`src/slpt_pkg.sv`:
```
// Shared types, constants and a helper function for the lookahead-pair trainer.
// Used by slpt_frz and syscall_lookahead_pair_trainer_core; no dependencies.
`default_nettype none

package slpt_pkg;

  // Widths of the counters, registers and table flags.
  localparam int CNT_W     = 32;
  localparam int NF_W      = 10;
  localparam int WLEN_W    = 4;
  localparam int CALL_IN_W = 8;
  localparam int FLAG_W    = 8;
  localparam int BIT_W     = 3;
  localparam int MISS_W    = 4;
  localparam int CFG_IDX_W = 2;
  localparam int CFG_DAT_W = 10;
  localparam int PROD_W    = CNT_W + NF_W;

  typedef logic [CNT_W-1:0]  cnt_t;
  typedef logic [NF_W-1:0]   nf_t;
  typedef logic [FLAG_W-1:0] flag_t;

  // Configuration register indexes.
  localparam logic [CFG_IDX_W-1:0] REG_WINDOW_LENGTH  = 2'd0;
  localparam logic [CFG_IDX_W-1:0] REG_NORMAL_FACTOR  = 2'd1;
  localparam logic [CFG_IDX_W-1:0] REG_MONITOR_ENABLE = 2'd2;

  // Reset values.
  localparam logic [WLEN_W-1:0] WINDOW_LENGTH_RESET = 4'd9;
  localparam logic [WLEN_W-1:0] NEWEST_RESET        = 4'd8;
  localparam logic [WLEN_W-1:0] WINDOW_LENGTH_MIN   = 4'd2;
  localparam nf_t               NORMAL_FACTOR_RESET = 10'd128;
  localparam int                EMPTY_CALL          = 255;

  // Status of the freeze-test unit, returned to the sequencer.
  typedef struct packed {
    logic done;
    logic freeze;
  } frz_status_t;

  // Counter increment that sticks at the all-ones value.
  function automatic cnt_t sat_inc(input cnt_t v);
    sat_inc = (v == '1) ? v : v + cnt_t'(1);
  endfunction

endpackage

`default_nettype wire

```
`src/slpt_frz.sv`:
```
// Freeze test unit: checks stable != 0 and train*32 > stable*normal_factor over three stages.
// Depends on slpt_pkg for counter widths and the status struct.
`default_nettype none

module slpt_frz (
  input  wire logic               clk,
  input  wire logic               rst,
  input  wire logic               go,
  input  wire slpt_pkg::cnt_t     train,
  input  wire slpt_pkg::cnt_t     since,
  input  wire slpt_pkg::nf_t      nf,
  output slpt_pkg::frz_status_t   st
);

  logic                          v1;
  logic                          v2;
  logic                          done_q;
  logic                          freeze_q;
  slpt_pkg::cnt_t                stable;
  logic                          stable_nz;
  logic [slpt_pkg::PROD_W-1:0]   prod;
  logic [slpt_pkg::PROD_W-1:0]   scaled;

  // Stage valids.
  always_ff @(posedge clk) begin
    if (rst) begin
      v1     <= 1'b0;
      v2     <= 1'b0;
      done_q <= 1'b0;
    end else begin
      v1     <= go;
      v2     <= v1;
      done_q <= v2;
    end
  end

  // Train count times 32, widened to the product width.
  assign scaled = {{(slpt_pkg::PROD_W - slpt_pkg::CNT_W - 5){1'b0}}, train, 5'b0};

  // Stable count, then product, then compare.
  always_ff @(posedge clk) begin
    stable    <= (since > train) ? '0 : train - since;
    prod      <= slpt_pkg::PROD_W'(stable) * slpt_pkg::PROD_W'(nf);
    stable_nz <= (stable != '0);
    freeze_q  <= stable_nz && (scaled > prod);
  end

  // Status back to the sequencer.
  assign st = '{done: done_q, freeze: freeze_q};

endmodule

`default_nettype wire

```
`config.mk`:
```
export PLATFORM = sky130hd
export DESIGN_NAME = slpt_frz
export DESIGN_NICKNAME = d
export VERILOG_FILES = /design/src/slpt_pkg.sv /design/src/slpt_frz.sv
export SDC_FILE = /design/constraint.sdc
export NUM_CORES = 1
export LEC_CHECK = 0
export BUFFER_PORTS_ARGS = -buffer_cell sky130_fd_sc_hd__buf_2
export CORE_MARGIN = 5
export CORE_UTILIZATION = 45
export CTS_CLUSTER_DIAMETER = 100
export DETAILED_ROUTE_END_ITERATION = 6
export GPL_TIMING_DRIVEN = 0
export PLACE_DENSITY = 0.7
export SKIP_CTS_REPAIR_TIMING = 1
export SYNTH_ARGS = -nofsm -noshare
export SYNTH_HDL_FRONTEND = slang
export SYNTH_SLANG_ARGS = --single-unit
```
`constraint.sdc`:
```
create_clock -name clk -period 9.55 [get_ports clk]
set_input_delay 0.955 -clock clk [delete_from_list [all_inputs] [get_ports clk]]
set_output_delay 0.955 -clock clk [all_outputs]
set_load 0.1 [all_outputs]
```
* After elaboration in Yosys (flattened, before gate mapping)
Index checks and enable logic that the tools add are counted.
** Cells by class
- Add/subtract/negate cells :: 1
- Reduce and logical (&&, ||, !) cells :: 2
- $lt $le $gt $ge :: 2
- Multipliers :: 1
** Operators by type and width (count)
- $gt A37 B42 Y1 :: 1
- $mul A32 B10 Y42 :: 1
- $gt A32 B32 Y1 :: 1
- $reduce_bool A32 Y1 :: 1
- $sub A32 B32 Y32 :: 1
- $logic_and A1 B1 Y1 :: 1
** Storage, ports and cells
- Word-level logic and storage cells :: 13
- Bits in registers :: 79

* Longest topological paths before layout
Gate-level depths: netlist (run 1).
- Depth after elaboration :: 2
- Depth in mapped cells :: 23
- Depth with buffers taken out :: 21

* Least setup slack after synthesis (run 1)
No wires, ideal clock.
- Kind :: input -> register
- Start point :: in nf[3]
- End point :: reg prod[39] (netlist bit)
- Path buffers :: 1
- Cell stages on the path :: 22
- Arrival :: 6258 ps
- Library setup time :: 127 ps
- Data required time :: 9423 ps
- Slack :: 3165 ps
- Cell sequence :: clkbuf_1 nand2_1 fa_1 inv_1 fa_1 inv_1 fa_1 inv_1 fa_1 inv_1 fa_1 inv_1 ha_1 o21ai_2 a211o_1 o21ba_4 a2111o_1 a22o_2 o21ai_2 a21oi_2 nor4b_1 or3_1
** On the way
- Cells in the longest elaborated chain, start to end :: 1
** Ends and longest elaborated chain
- start: declaration :: RTL line slpt_frz.sv:11 : input wire slpt_pkg::nf_t nf,
- $mul A32 B10 Y42 :: RTL line slpt_frz.sv:43 : prod <= slpt_pkg::PROD_W'(stable) * slpt_pkg::PROD_W'(nf);
- end signal: assignment :: RTL line slpt_frz.sv:43
- end: declaration :: RTL line slpt_frz.sv:21 : logic [slpt_pkg::PROD_W-1:0] prod;
Every way passes these cells.
A chain may end at the register's enable or synchronous reset.

* Worst setup path in the final report (run 1)
- Start point :: in nf[1]
- End point :: reg prod[39] (netlist bit)
Same word-level chain as after synthesis.

==> impl_metrics.py, run 1 <==
metrics = {
    "outcome": {
        "status": "complete, no violations",
    },
    "detailed_routing": {
        "avgRoutedWirePerCell_um": 16.7,
        "viasPerCell": 5.31,
        "drt_wl_total_mm": 36.3,
        "drtIter0Drc": 695,
        "dr.pass1.iters": 5,
        "vias": 11600,
        "ant_nets": 0,
        "remaining_drc_errors": 0,
    },
    "setup_path": {
        "rr_endpoint": "prod[39]$_DFF_P_",
        "critPathTopFamily": "adder cells",
        "critPathRequiredTime_ns": 9.77,
        "rr_worst_depth": 20,
        "start_kind": "input pin",
        "crit_top_cell": "fa_1",
        "arrival_ns": 7.16,
        "crit_path_max_incr_delay_ns": 0.59,
        "slowest_stage": "fa_1",
        "crit_type": "input pin to register",
        "critPathCaptureType": "register",
        "r2r_start": "stable[5]$_SDFF_PN0_",
        "reg2reg_slack_ns": 3.08,
        "crit_buf_inv": 5,
        "path_max_fanout": 10,
        "worstPathCellList": "buf_2, clkbuf_1, nand2_1, fa_1, inv_1, fa_1, fa_1, fa_1, inv_1, fa_1, inv_1, ha_1, nand2_1, a211o_1, o21ba_4, a2111o_1, a22o_2, o21ai_2, a21oi_2, nor4b_1, or3_1",
    },
    "global_routing": {
        "globalRouteTotalUtil_pct": 20.7,
        "grt_antenna_before_repair": 0,
        "gr-total-overflow": 0,
        "grt_first_pass_wirelength_mm": 60.1,
        "grt_pass1_vias": 12000,
        "grt_max_degree": 14,
    },
    "clock_tree": {
        "clock_sinks": 79,
        "ctsRootBufferMaster": "clkbuf_16",
        "clkTransAtPathRegs_ns": 0.06,
        "cts_buffers": 9,
        "cts_max_level": 3,
        "cts.path.max_buffers": 2,
        "worstSkewPairLatency_ns": 0.34,
        "cts_tree": "yes",
    },
    "yosys": {
        "synthCells": 1683,
        "netlist_area_mm2": 0.0144,
        "synth_cell_types": 59,
        "synth_ff_type": "dfxtp_1",
        "async_flop_share_pct": 0,
        "yosysWarnings": 0,
        "yosys_register_bits": 79,
        "ys_seq_area_share_pct": 11.0,
        "synth_area_per_cell_um2": 8.54,
        "syn_nets": 2140,
        "synth_edf_count": 0,
    },
    "cells_and_area": {
        "instances_no_fill": 2181,
        "register_area_mm2": 0.00158,
        "fill_cells": 3044,
        "area.growth.synth_to_final_pct": 8.59,
        "multiInputGateArea_mm2": 0.0113,
        "drive_above_1_share_pct": 6.36,
        "fin_nets": 2229,
    },
    "placed_design": {
        "gp_congestion": 0.913,
        "placed_cells": 2163,
        "port_buffers": 78,
        "dp_hpwl_mm": 30.9,
    },
    "worst_hold_path": {
        "hp-class": "register to register",
        "min_from": "v1$_SDFF_PP0_",
        "whs_path_depth": 1,
        "min_to": "v2$_SDFF_PP0_",
    },
    "timing": {
        "fin_setup_tns_ns": 0,
        "max_freq_mhz": 144,
        "drv_slew": 0,
        "fin_crit_ns": 6.94,
        "slew_headroom_pct": 40.0,
        "finClkSkew_ns": 0.00866,
        "setup_viol": 0,
        "finalCritPeriodShare_pct": 72.7,
        "worstMarginPinSlew_ns": 0.877,
        "hold_violations": 0,
        "grt_setup_unrepaired": "false",
    },
    "floorplan": {
        "start_util_pct": 45.6,
        "row_count": 65,
        "die_y_um": 189,
        "die_x_um": 189,
        "dieArea_mm2": 0.0356,
        "core-area_mm2": 0.0316,
        "pin_count": 79,
    },
    "power_and_ir_drop": {
        "finalPower_mw": 4.35,
        "vdd_drop_max_mv": 0.186,
        "p_leak_nw": 8.09,
        "p_per_area_mw_per_mm2": 279,
    },
    "job": {
        "cap_violations": 0,
    },
}
## per-stage QoR
stage	area (um^2)	hold WS, ns	util, %	setup WS, ns
floorplan	14400	0.414	-	3.16
finish	15600	0.442	49.5	2.61
global route	15600	0.469	49.4	2.32
global placement	15300	0.426	48.4	2.33
CTS	15600	0.449	49.4	2.67
detailed placement	15300	0.426	48.4	2.31
## cells by family after synthesis
family / after synthesis / share of synthesized area [%]
xor+xnor: 64 / 3.90
flops: 79 / 11.0
fa+ha+maj: 380 / 45.6
buf+inv: 387 / 10.2
compound gates: 246 / 10.9
simple gates: 527 / 18.4
## final cells by class
class	count	area share, %
Multi-Input combinational cell	1217	72.5
Tap cell	402	3.22
Antenna cell	3	0.0481
Sequential cell	79	10.1
Inverter	300	7.21
Timing Repair Buffer	78	2.50
Buffer	87	2.21
Clock buffer	9	1.44
Clock inverter	6	0.697
## state kept, by name, summed over array words and instances (netlist names)
name / flops
v2: 1
prod: 42
stable_nz: 1
freeze_q: 1
v1: 1
done_q: 1
stable: 32
## Yosys cell counts (3+ instances only)
cell type  instances  area (um^2)
xor2_1            21          184
inv_1            300         1130
nand3_1           14         70.1
nor4_1            13         81.3
a31oi_1            9         56.3
or3_1              3         18.8
o21ai_0           30          150
a2111oi_0          3         26.3
xnor2_1           43          377
nand4_1           24          150
o21ai_1           22          110
o211ai_1           6         45.0
buf_2              9         45.0
and3_1             6         37.5
a21o_1            37          278
o21a_1             8         60.1
nand2b_1           6         37.5
clkbuf_1          76          285
nor2_1            59          221
dfxtp_1           79         1580
o21bai_1          10         75.1
o31a_1             3         26.3
nor3_1            13         65.1
fa_1             239         4780
ha_1             141         1760
a21oi_1           86          430
and2_1           173         1080
nor2b_1           12         75.1
a21boi_0           4         30.0
nand2_1          196          736
## routing by layer
| layer | GRT usage (%) | wire length [um] | vias to the layer above |
|---|---|---|---|
| met4 | 3.73 | 634 | 0 |
| met3 | 2.93 | 1890 | 47 |
| met1 | 27.7 | 15400 | 5819 |
| met5 | 0 | 0 | - |
| met2 | 36.4 | 18400 | 276 |
| li1 | - | - | 5450 |
## cells in the final DEF (no fill, tap or decap), types with 10 or more instances in the layout
master	instances
nor2b_1	12
o21ai_0	30
ha_1	141
nor4_1	13
o21bai_1	10
nand4_1	24
and2_1	173
nand2_1	196
nand3_1	14
xnor2_1	43
inv_1	300
dfxtp_1	79
a21oi_1	86
fa_1	239
xor2_1	21
o21ai_1	22
nor3_1	13
buf_2	87
nor2_1	59
a21o_1	37
clkbuf_1	76
## power by group
group / leakage [nW] / switching, mW / internal, mW
sequential: 0.660 / 0.0385 / 0.475
clock: 0.166 / 0.131 / 0.254
combinational: 7.26 / 2.08 / 1.38
## worst max-delay path by stage
| stage | startpoint | to | cells past startpoint |
|---|---|---|---|
| finish | nf[1] | prod[39]$_DFF_P_ | 21 |
| global placement | nf[1] | prod[39]$_DFF_P_ | 21 |
| global route | nf[2] | prod[38]$_DFF_P_ | 23 |
| detailed placement | nf[1] | prod[39]$_DFF_P_ | 21 |
| floorplan | nf[3] | prod[39]$_DFF_P_ | 22 |
| CTS | nf[1] | prod[39]$_DFF_P_ | 21 |
Note: power is estimated with default switching activity, not from simulation.
==> inputs of run 2 (changes only) <==
==> constraint.sdc (replaced) <==
create_clock -name clk -period 6.44 [get_ports clk]
set_input_delay 0.644 -clock clk [delete_from_list [all_inputs] [get_ports clk]]
set_output_delay 0.644 -clock clk [all_outputs]
set_load 0.1 [all_outputs]
==> run 2 against run 1 <==
Compared with the run above:
- die area unchanged
- largest cell class unchanged
- worst hold slack about the same
- count of clock-buffer cells in the layout unchanged
- clock power increased by 48%
- worst setup slack got worse by 2.4 ns
- sequential power increased by 62%
- clock skew decreased by 0.0017 ns
- register-to-register slack got worse by 2.8 ns
==> impl_metrics.py, run 2 (same netlist as run 1, synthesis figures left out) <==
metrics = {
    "outcome": {
        "status": "complete, no violations",
    },
    "setup_path": {
        "rr_worst_depth": 19,
        "path_max_fanout": 10,
        "critPathCaptureType": "register",
        "critPathRequiredTime_ns": 6.66,
        "arrival_ns": 6.47,
        "rr_endpoint": "prod[39]$_DFF_P_",
        "r2r_start": "stable[9]$_SDFF_PN0_",
        "reg2reg_slack_ns": 0.24,
        "crit_type": "input pin to register",
        "start_kind": "input pin",
    },
    "timing": {
        "hold_slack_ns": 0.442,
        "hold_violations": 0,
        "finClkSkew_ns": 0.00692,
        "setup_viol": 0,
        "finalCritPeriodShare_pct": 97.0,
        "max_freq_mhz": 160,
        "fin_setup_tns_ns": 0,
        "worstMarginPinSlew_ns": 0.899,
        "fin_crit_ns": 6.24,
        "worst_slack_ns": 0.196,
        "drv_slew": 0,
        "slew_headroom_pct": 38.5,
    },
    "cells_and_area": {
        "largest_reg_flops": 42,
        "fill_cells": 3048,
        "layout_common_cells": "inv_1, fa_1, nand2_1, and2_1, ha_1",
        "fin_nets": 2208,
        "regMostFlops": "prod",
        "utilization_pct": 49.4,
        "num_antenna_cells": 0,
        "fin_area_mm2": 0.0156,
        "reg_top3": "prod (42), stable (32)",
        "area.growth.synth_to_final_pct": 8.48,
        "instances_no_fill": 2157,
        "final_common_cell": "inv_1",
        "drive_above_1_share_pct": 8.15,
    },
    "worst_hold_path": {
        "whs_path_depth": 1,
        "min_from": "v1$_SDFF_PP0_",
        "min_to": "v2$_SDFF_PP0_",
        "hp-class": "register to register",
    },
    "global_routing": {
        "grt_pass1_vias": 12000,
        "grt_first_pass_wirelength_mm": 60.1,
        "globalRouteTotalUtil_pct": 20.7,
        "gr-total-overflow": 0,
        "grt_max_degree": 14,
        "grt_antenna_before_repair": 0,
    },
    "detailed_routing": {
        "avgRoutedWirePerCell_um": 16.8,
        "vias": 11500,
        "remaining_drc_errors": 0,
        "viasPerCell": 5.32,
        "drtIter0Drc": 702,
        "dr.pass1.iters": 5,
        "ant_nets": 0,
        "drt_wl_total_mm": 36.2,
    },
    "floorplan": {
        "die_x_um": 189,
        "pin_count": 79,
        "start_util_pct": 45.6,
        "dieArea_mm2": 0.0356,
        "row_count": 65,
        "core-area_mm2": 0.0316,
        "die_y_um": 189,
    },
    "placed_design": {
        "postPlaceCellArea_mm2": 0.0153,
        "port_buffers": 78,
        "post-place-ws_ns": -0.485,
        "gp_congestion": 0.913,
        "dp_hpwl_mm": 30.9,
        "placed_cells": 2163,
    },
    "clock_tree": {
        "cts_max_level": 3,
        "clkTransAtPathRegs_ns": 0.06,
        "ctsRootBufferMaster": "clkbuf_16",
        "cts.path.max_buffers": 2,
        "worstSkewPairLatency_ns": 0.34,
        "cts_buffers": 9,
        "cts_tree": "yes",
        "clock_sinks": 79,
    },
    "job": {
        "cap_violations": 0,
    },
    "power_and_ir_drop": {
        "p_leak_nw": 8.14,
        "vdd_drop_max_mv": 0.276,
        "p_per_area_mw_per_mm2": 414,
        "finalPower_mw": 6.45,
    },
}
run 2: changes by cell type in the layout (fill, tap and decap cells not counted), sizes merged:
cell	change
buf	+10
clkbuf	-31
diode	-3
run 2: critical path: stages:
cell      delay, ns
buf_2          0.18
buf_4          0.23
nand2_1        0.10
fa_1           0.55
inv_1          0.05
fa_1           0.48
fa_1           0.52
fa_1           0.60
inv_1          0.08
fa_1           0.53
inv_1          0.04
ha_2           0.37
nand2_1        0.07
a211o_1        0.28
o21ba_4        0.23
a2111o_1       0.44
a22o_2         0.27
o21ai_2        0.20
a21oi_2        0.12
nor4b_1        0.16
or3_1          0.34
run 2: routing by layer:
| layer | track usage (%) | vias up | part of all wire [%] |
|---|---|---|---|
| li1 | - | 5408 | - |
| met3 | 2.93 | 47 | 5.0 |
| met4 | 3.73 | 0 | 1.8 |
| met2 | 36.4 | 298 | 50 |
| met1 | 27.7 | 5727 | 43 |
| met5 | 0 | - | 0 |
run 2: where the power goes:
part,switching [mW],internal (mW)
registers,0.129,0.704
clock network,0.195,0.376
logic,3.01,2.04
run 2: worst max path at each step:
stage,from,end,cells past startpoint
6_report,nf[1],prod[39]$_DFF_P_,21
5_1_grt,nf[2],prod[38]$_DFF_P_,21
4_1_cts,nf[1],prod[39]$_DFF_P_,21
3_5_place_dp,nf[1],prod[39]$_DFF_P_,21
3_3_place_gp,nf[1],prod[39]$_DFF_P_,21
2_1_floorplan,nf[3],prod[39]$_DFF_P_,22
run 2: area by class of cell:
class / instances / area [um^2] / share of cell area, %
Multi-Input combinational cell: 1217 / 11300 / 72.7
Clock inverter: 6 / 109 / 0.698
Tap cell: 402 / 503 / 3.23
Inverter: 300 / 1130 / 7.22
Buffer: 66 / 324 / 2.08
Timing Repair Buffer: 78 / 390 / 2.50
Clock buffer: 9 / 225 / 1.44
Sequential cell: 79 / 1590 / 10.2
==> inputs of run 3 (changes only) <==
--- a/config.mk
+++ b/config.mk
@@ -12,6 +12,7 @@
 export DETAILED_ROUTE_END_ITERATION = 6
 export GPL_TIMING_DRIVEN = 0
 export PLACE_DENSITY = 0.7
+export REMOVE_ABC_BUFFERS = 1
 export SKIP_CTS_REPAIR_TIMING = 1
 export SYNTH_ARGS = -nofsm -noshare
 export SYNTH_HDL_FRONTEND = slang
==> run 3 against run 2 <==
Compared with the run above:
- global-route usage fell by 1.0 points
- power fell by 1.9%
- cell count fell by 3.0%
- fmax fell by 0.56%
- first-iteration DRC count fell by 19%
- critical endpoint unchanged
- clock power fell by 3.7%
- sequential power rose by 4.8%
- critical path type is now register to register
- via count fell by 1.6%
==> impl_metrics.py, run 3 (same netlist as run 1, synthesis figures left out) <==
metrics = {
    "placed_design": {
        "gp_congestion": 0.961,
        "placed_cells": 2077,
        "postPlaceCellArea_mm2": 0.0149,
        "dp_hpwl_mm": 27.6,
        "port_buffers": 78,
        "post-place-ws_ns": -0.415,
    },
    "global_routing": {
        "grt_first_pass_wirelength_mm": 57.8,
        "grt_pass1_vias": 11900,
        "gr-total-overflow": 0,
        "globalRouteTotalUtil_pct": 19.7,
        "grt_antenna_before_repair": 0,
        "grt_max_degree": 33,
    },
    "setup_path": {
        "critPathTopFamily": "adder cells",
        "path_max_fanout": 11,
        "critPathLaunch": "stable[9]$_SDFF_PN0_",
        "arrival_ns": 6.50,
        "crit_path_max_incr_delay_ns": 0.66,
        "crit_buf_inv": 3,
        "slowest_stage": "dfxtp_1",
        "r2r_start": "stable[9]$_SDFF_PN0_",
        "critPathRequiredTime_ns": 6.66,
        "crit_type": "register to register",
        "critPathCaptureType": "register",
        "worstPathCellList": "nand2_1, fa_1, inv_1, fa_1, fa_1, fa_1, inv_1, fa_1, inv_1, ha_1, nand2_1, a211o_1, o21ba_4, a2111o_1, a22o_2, o21ai_2, a21oi_2, nor4b_1, or3_1",
        "crit_top_cell": "fa_1",
        "start_kind": "register",
    },
    "job": {
        "cap_violations": 0,
    },
    "clock_tree": {
        "cts.path.max_buffers": 2,
        "worstSkewPairLatency_ns": 0.34,
        "cts_tree": "yes",
        "cts_max_level": 3,
        "clock_sinks": 79,
        "cts_buffers": 9,
        "clkTransAtPathRegs_ns": 0.06,
        "ctsRootBufferMaster": "clkbuf_16",
    },
    "timing": {
        "grt_setup_unrepaired": "false",
        "finClkSkew_ns": 0.00919,
        "setup_viol": 0,
        "slew_headroom_pct": 34.9,
        "worst_slack_ns": 0.161,
        "finalCritPeriodShare_pct": 97.5,
        "hold_violations": 0,
        "max_freq_mhz": 159,
        "fin_crit_ns": 6.28,
        "hold_slack_ns": 0.434,
        "drv_slew": 0,
        "worstMarginPinSlew_ns": 0.952,
    },
    "floorplan": {
        "core-area_mm2": 0.0316,
        "die_x_um": 189,
        "start_util_pct": 45.6,
        "dieArea_mm2": 0.0356,
        "row_count": 65,
        "die_y_um": 189,
        "pin_count": 79,
    },
    "cells_and_area": {
        "fin_nets": 2143,
        "regMostFlops": "prod",
        "drive_above_1_share_pct": 6.33,
        "final_common_cell": "inv_1",
        "reg_top3": "prod (42), stable (32)",
        "area.growth.synth_to_final_pct": 6.40,
        "num_antenna_cells": 0,
        "largest_reg_flops": 42,
        "fin_area_mm2": 0.0153,
        "instances_no_fill": 2093,
        "layout_common_cells": "inv_1, fa_1, nand2_1, and2_1, ha_1",
    },
    "power_and_ir_drop": {
        "finalPower_mw": 6.33,
        "p_leak_nw": 7.96,
        "p_per_area_mw_per_mm2": 414,
        "vdd_drop_max_mv": 0.280,
    },
    "outcome": {
        "status": "complete, no violations",
    },
    "detailed_routing": {
        "dr_wl_met2_mm": 18.0,
        "met3_length_mm": 1.56,
        "top_layer": "met4",
        "drtIter0Drc": 567,
        "drt_wl_total_mm": 34.4,
        "ant_nets": 0,
        "dr.pass1.iters": 5,
        "viasPerCell": 5.40,
        "drt-met1-wl_mm": 14.3,
        "vias": 11300,
        "avgRoutedWirePerCell_um": 16.4,
        "remaining_drc_errors": 0,
    },
    "worst_hold_path": {
        "min_from": "v2$_SDFF_PP0_",
        "hp-class": "register to register",
    },
}
[run 3: final cells by class]
| class | count | area [um^2] |
|---|---|---|
| fill | 3056 | 16300 |
| multi-input combinational | 1217 | 11300 |
| sequential | 79 | 1590 |
| inverter | 300 | 1130 |
| tap | 402 | 503 |
| timing repair buffer | 79 | 428 |
| clock buffer | 11 | 243 |
| clock inverter | 5 | 81.3 |
[run 3: through the flow]
stage / utilization [%] / setup TNS [ns]
detailed placement: 47.3 / -1.27
global route: 48.5 / 0
global placement: 47.3 / -0.920
finish: 48.5 / 0
floorplan: - / 0
CTS: 48.4 / -0.0627
[run 3: path summary, 6_finish.rpt]
kind / end / slack [ns] / cells after the start
worst max register to register: prod[39]$_DFF_P_ / 0.16 / 19
worst min-delay path: done_q$_SDFF_PP0_ / 0.43 / 1
worst max-delay path: prod[39]$_DFF_P_ / 0.16 / 19
worst min register to register: done_q$_SDFF_PP0_ / 0.43 / 1
[run 3: report_power, final]
part | switching [mW] | internal [mW] | leakage [nW]
combinational | 2.89 | 2.01 | 7.14
clock | 0.200 | 0.350 | 0.156
sequential | 0.169 | 0.704 | 0.661
[run 3: metal layers]
metal | track usage [%] | up-vias
met5 | 0 | -
li1 | - | 5276
met1 | 24.9 | 5684
met4 | 3.50 | 0
met3 | 2.32 | 48
met2 | 36.6 | 291
[run 3: worst reg2reg max path, stage by stage (launching register included)]
cell and delay (ns):
dfxtp_1 0.66, nand2_1 0.17, fa_1 0.55, inv_1 0.05, fa_1 0.49, fa_1 0.53
fa_1 0.58, inv_1 0.07, fa_1 0.53, inv_1 0.05, ha_1 0.38, nand2_1 0.07
a211o_1 0.28, o21ba_4 0.22, a2111o_1 0.46, a22o_2 0.29, o21ai_2 0.17, a21oi_2 0.10
nor4b_1 0.16, or3_1 0.36
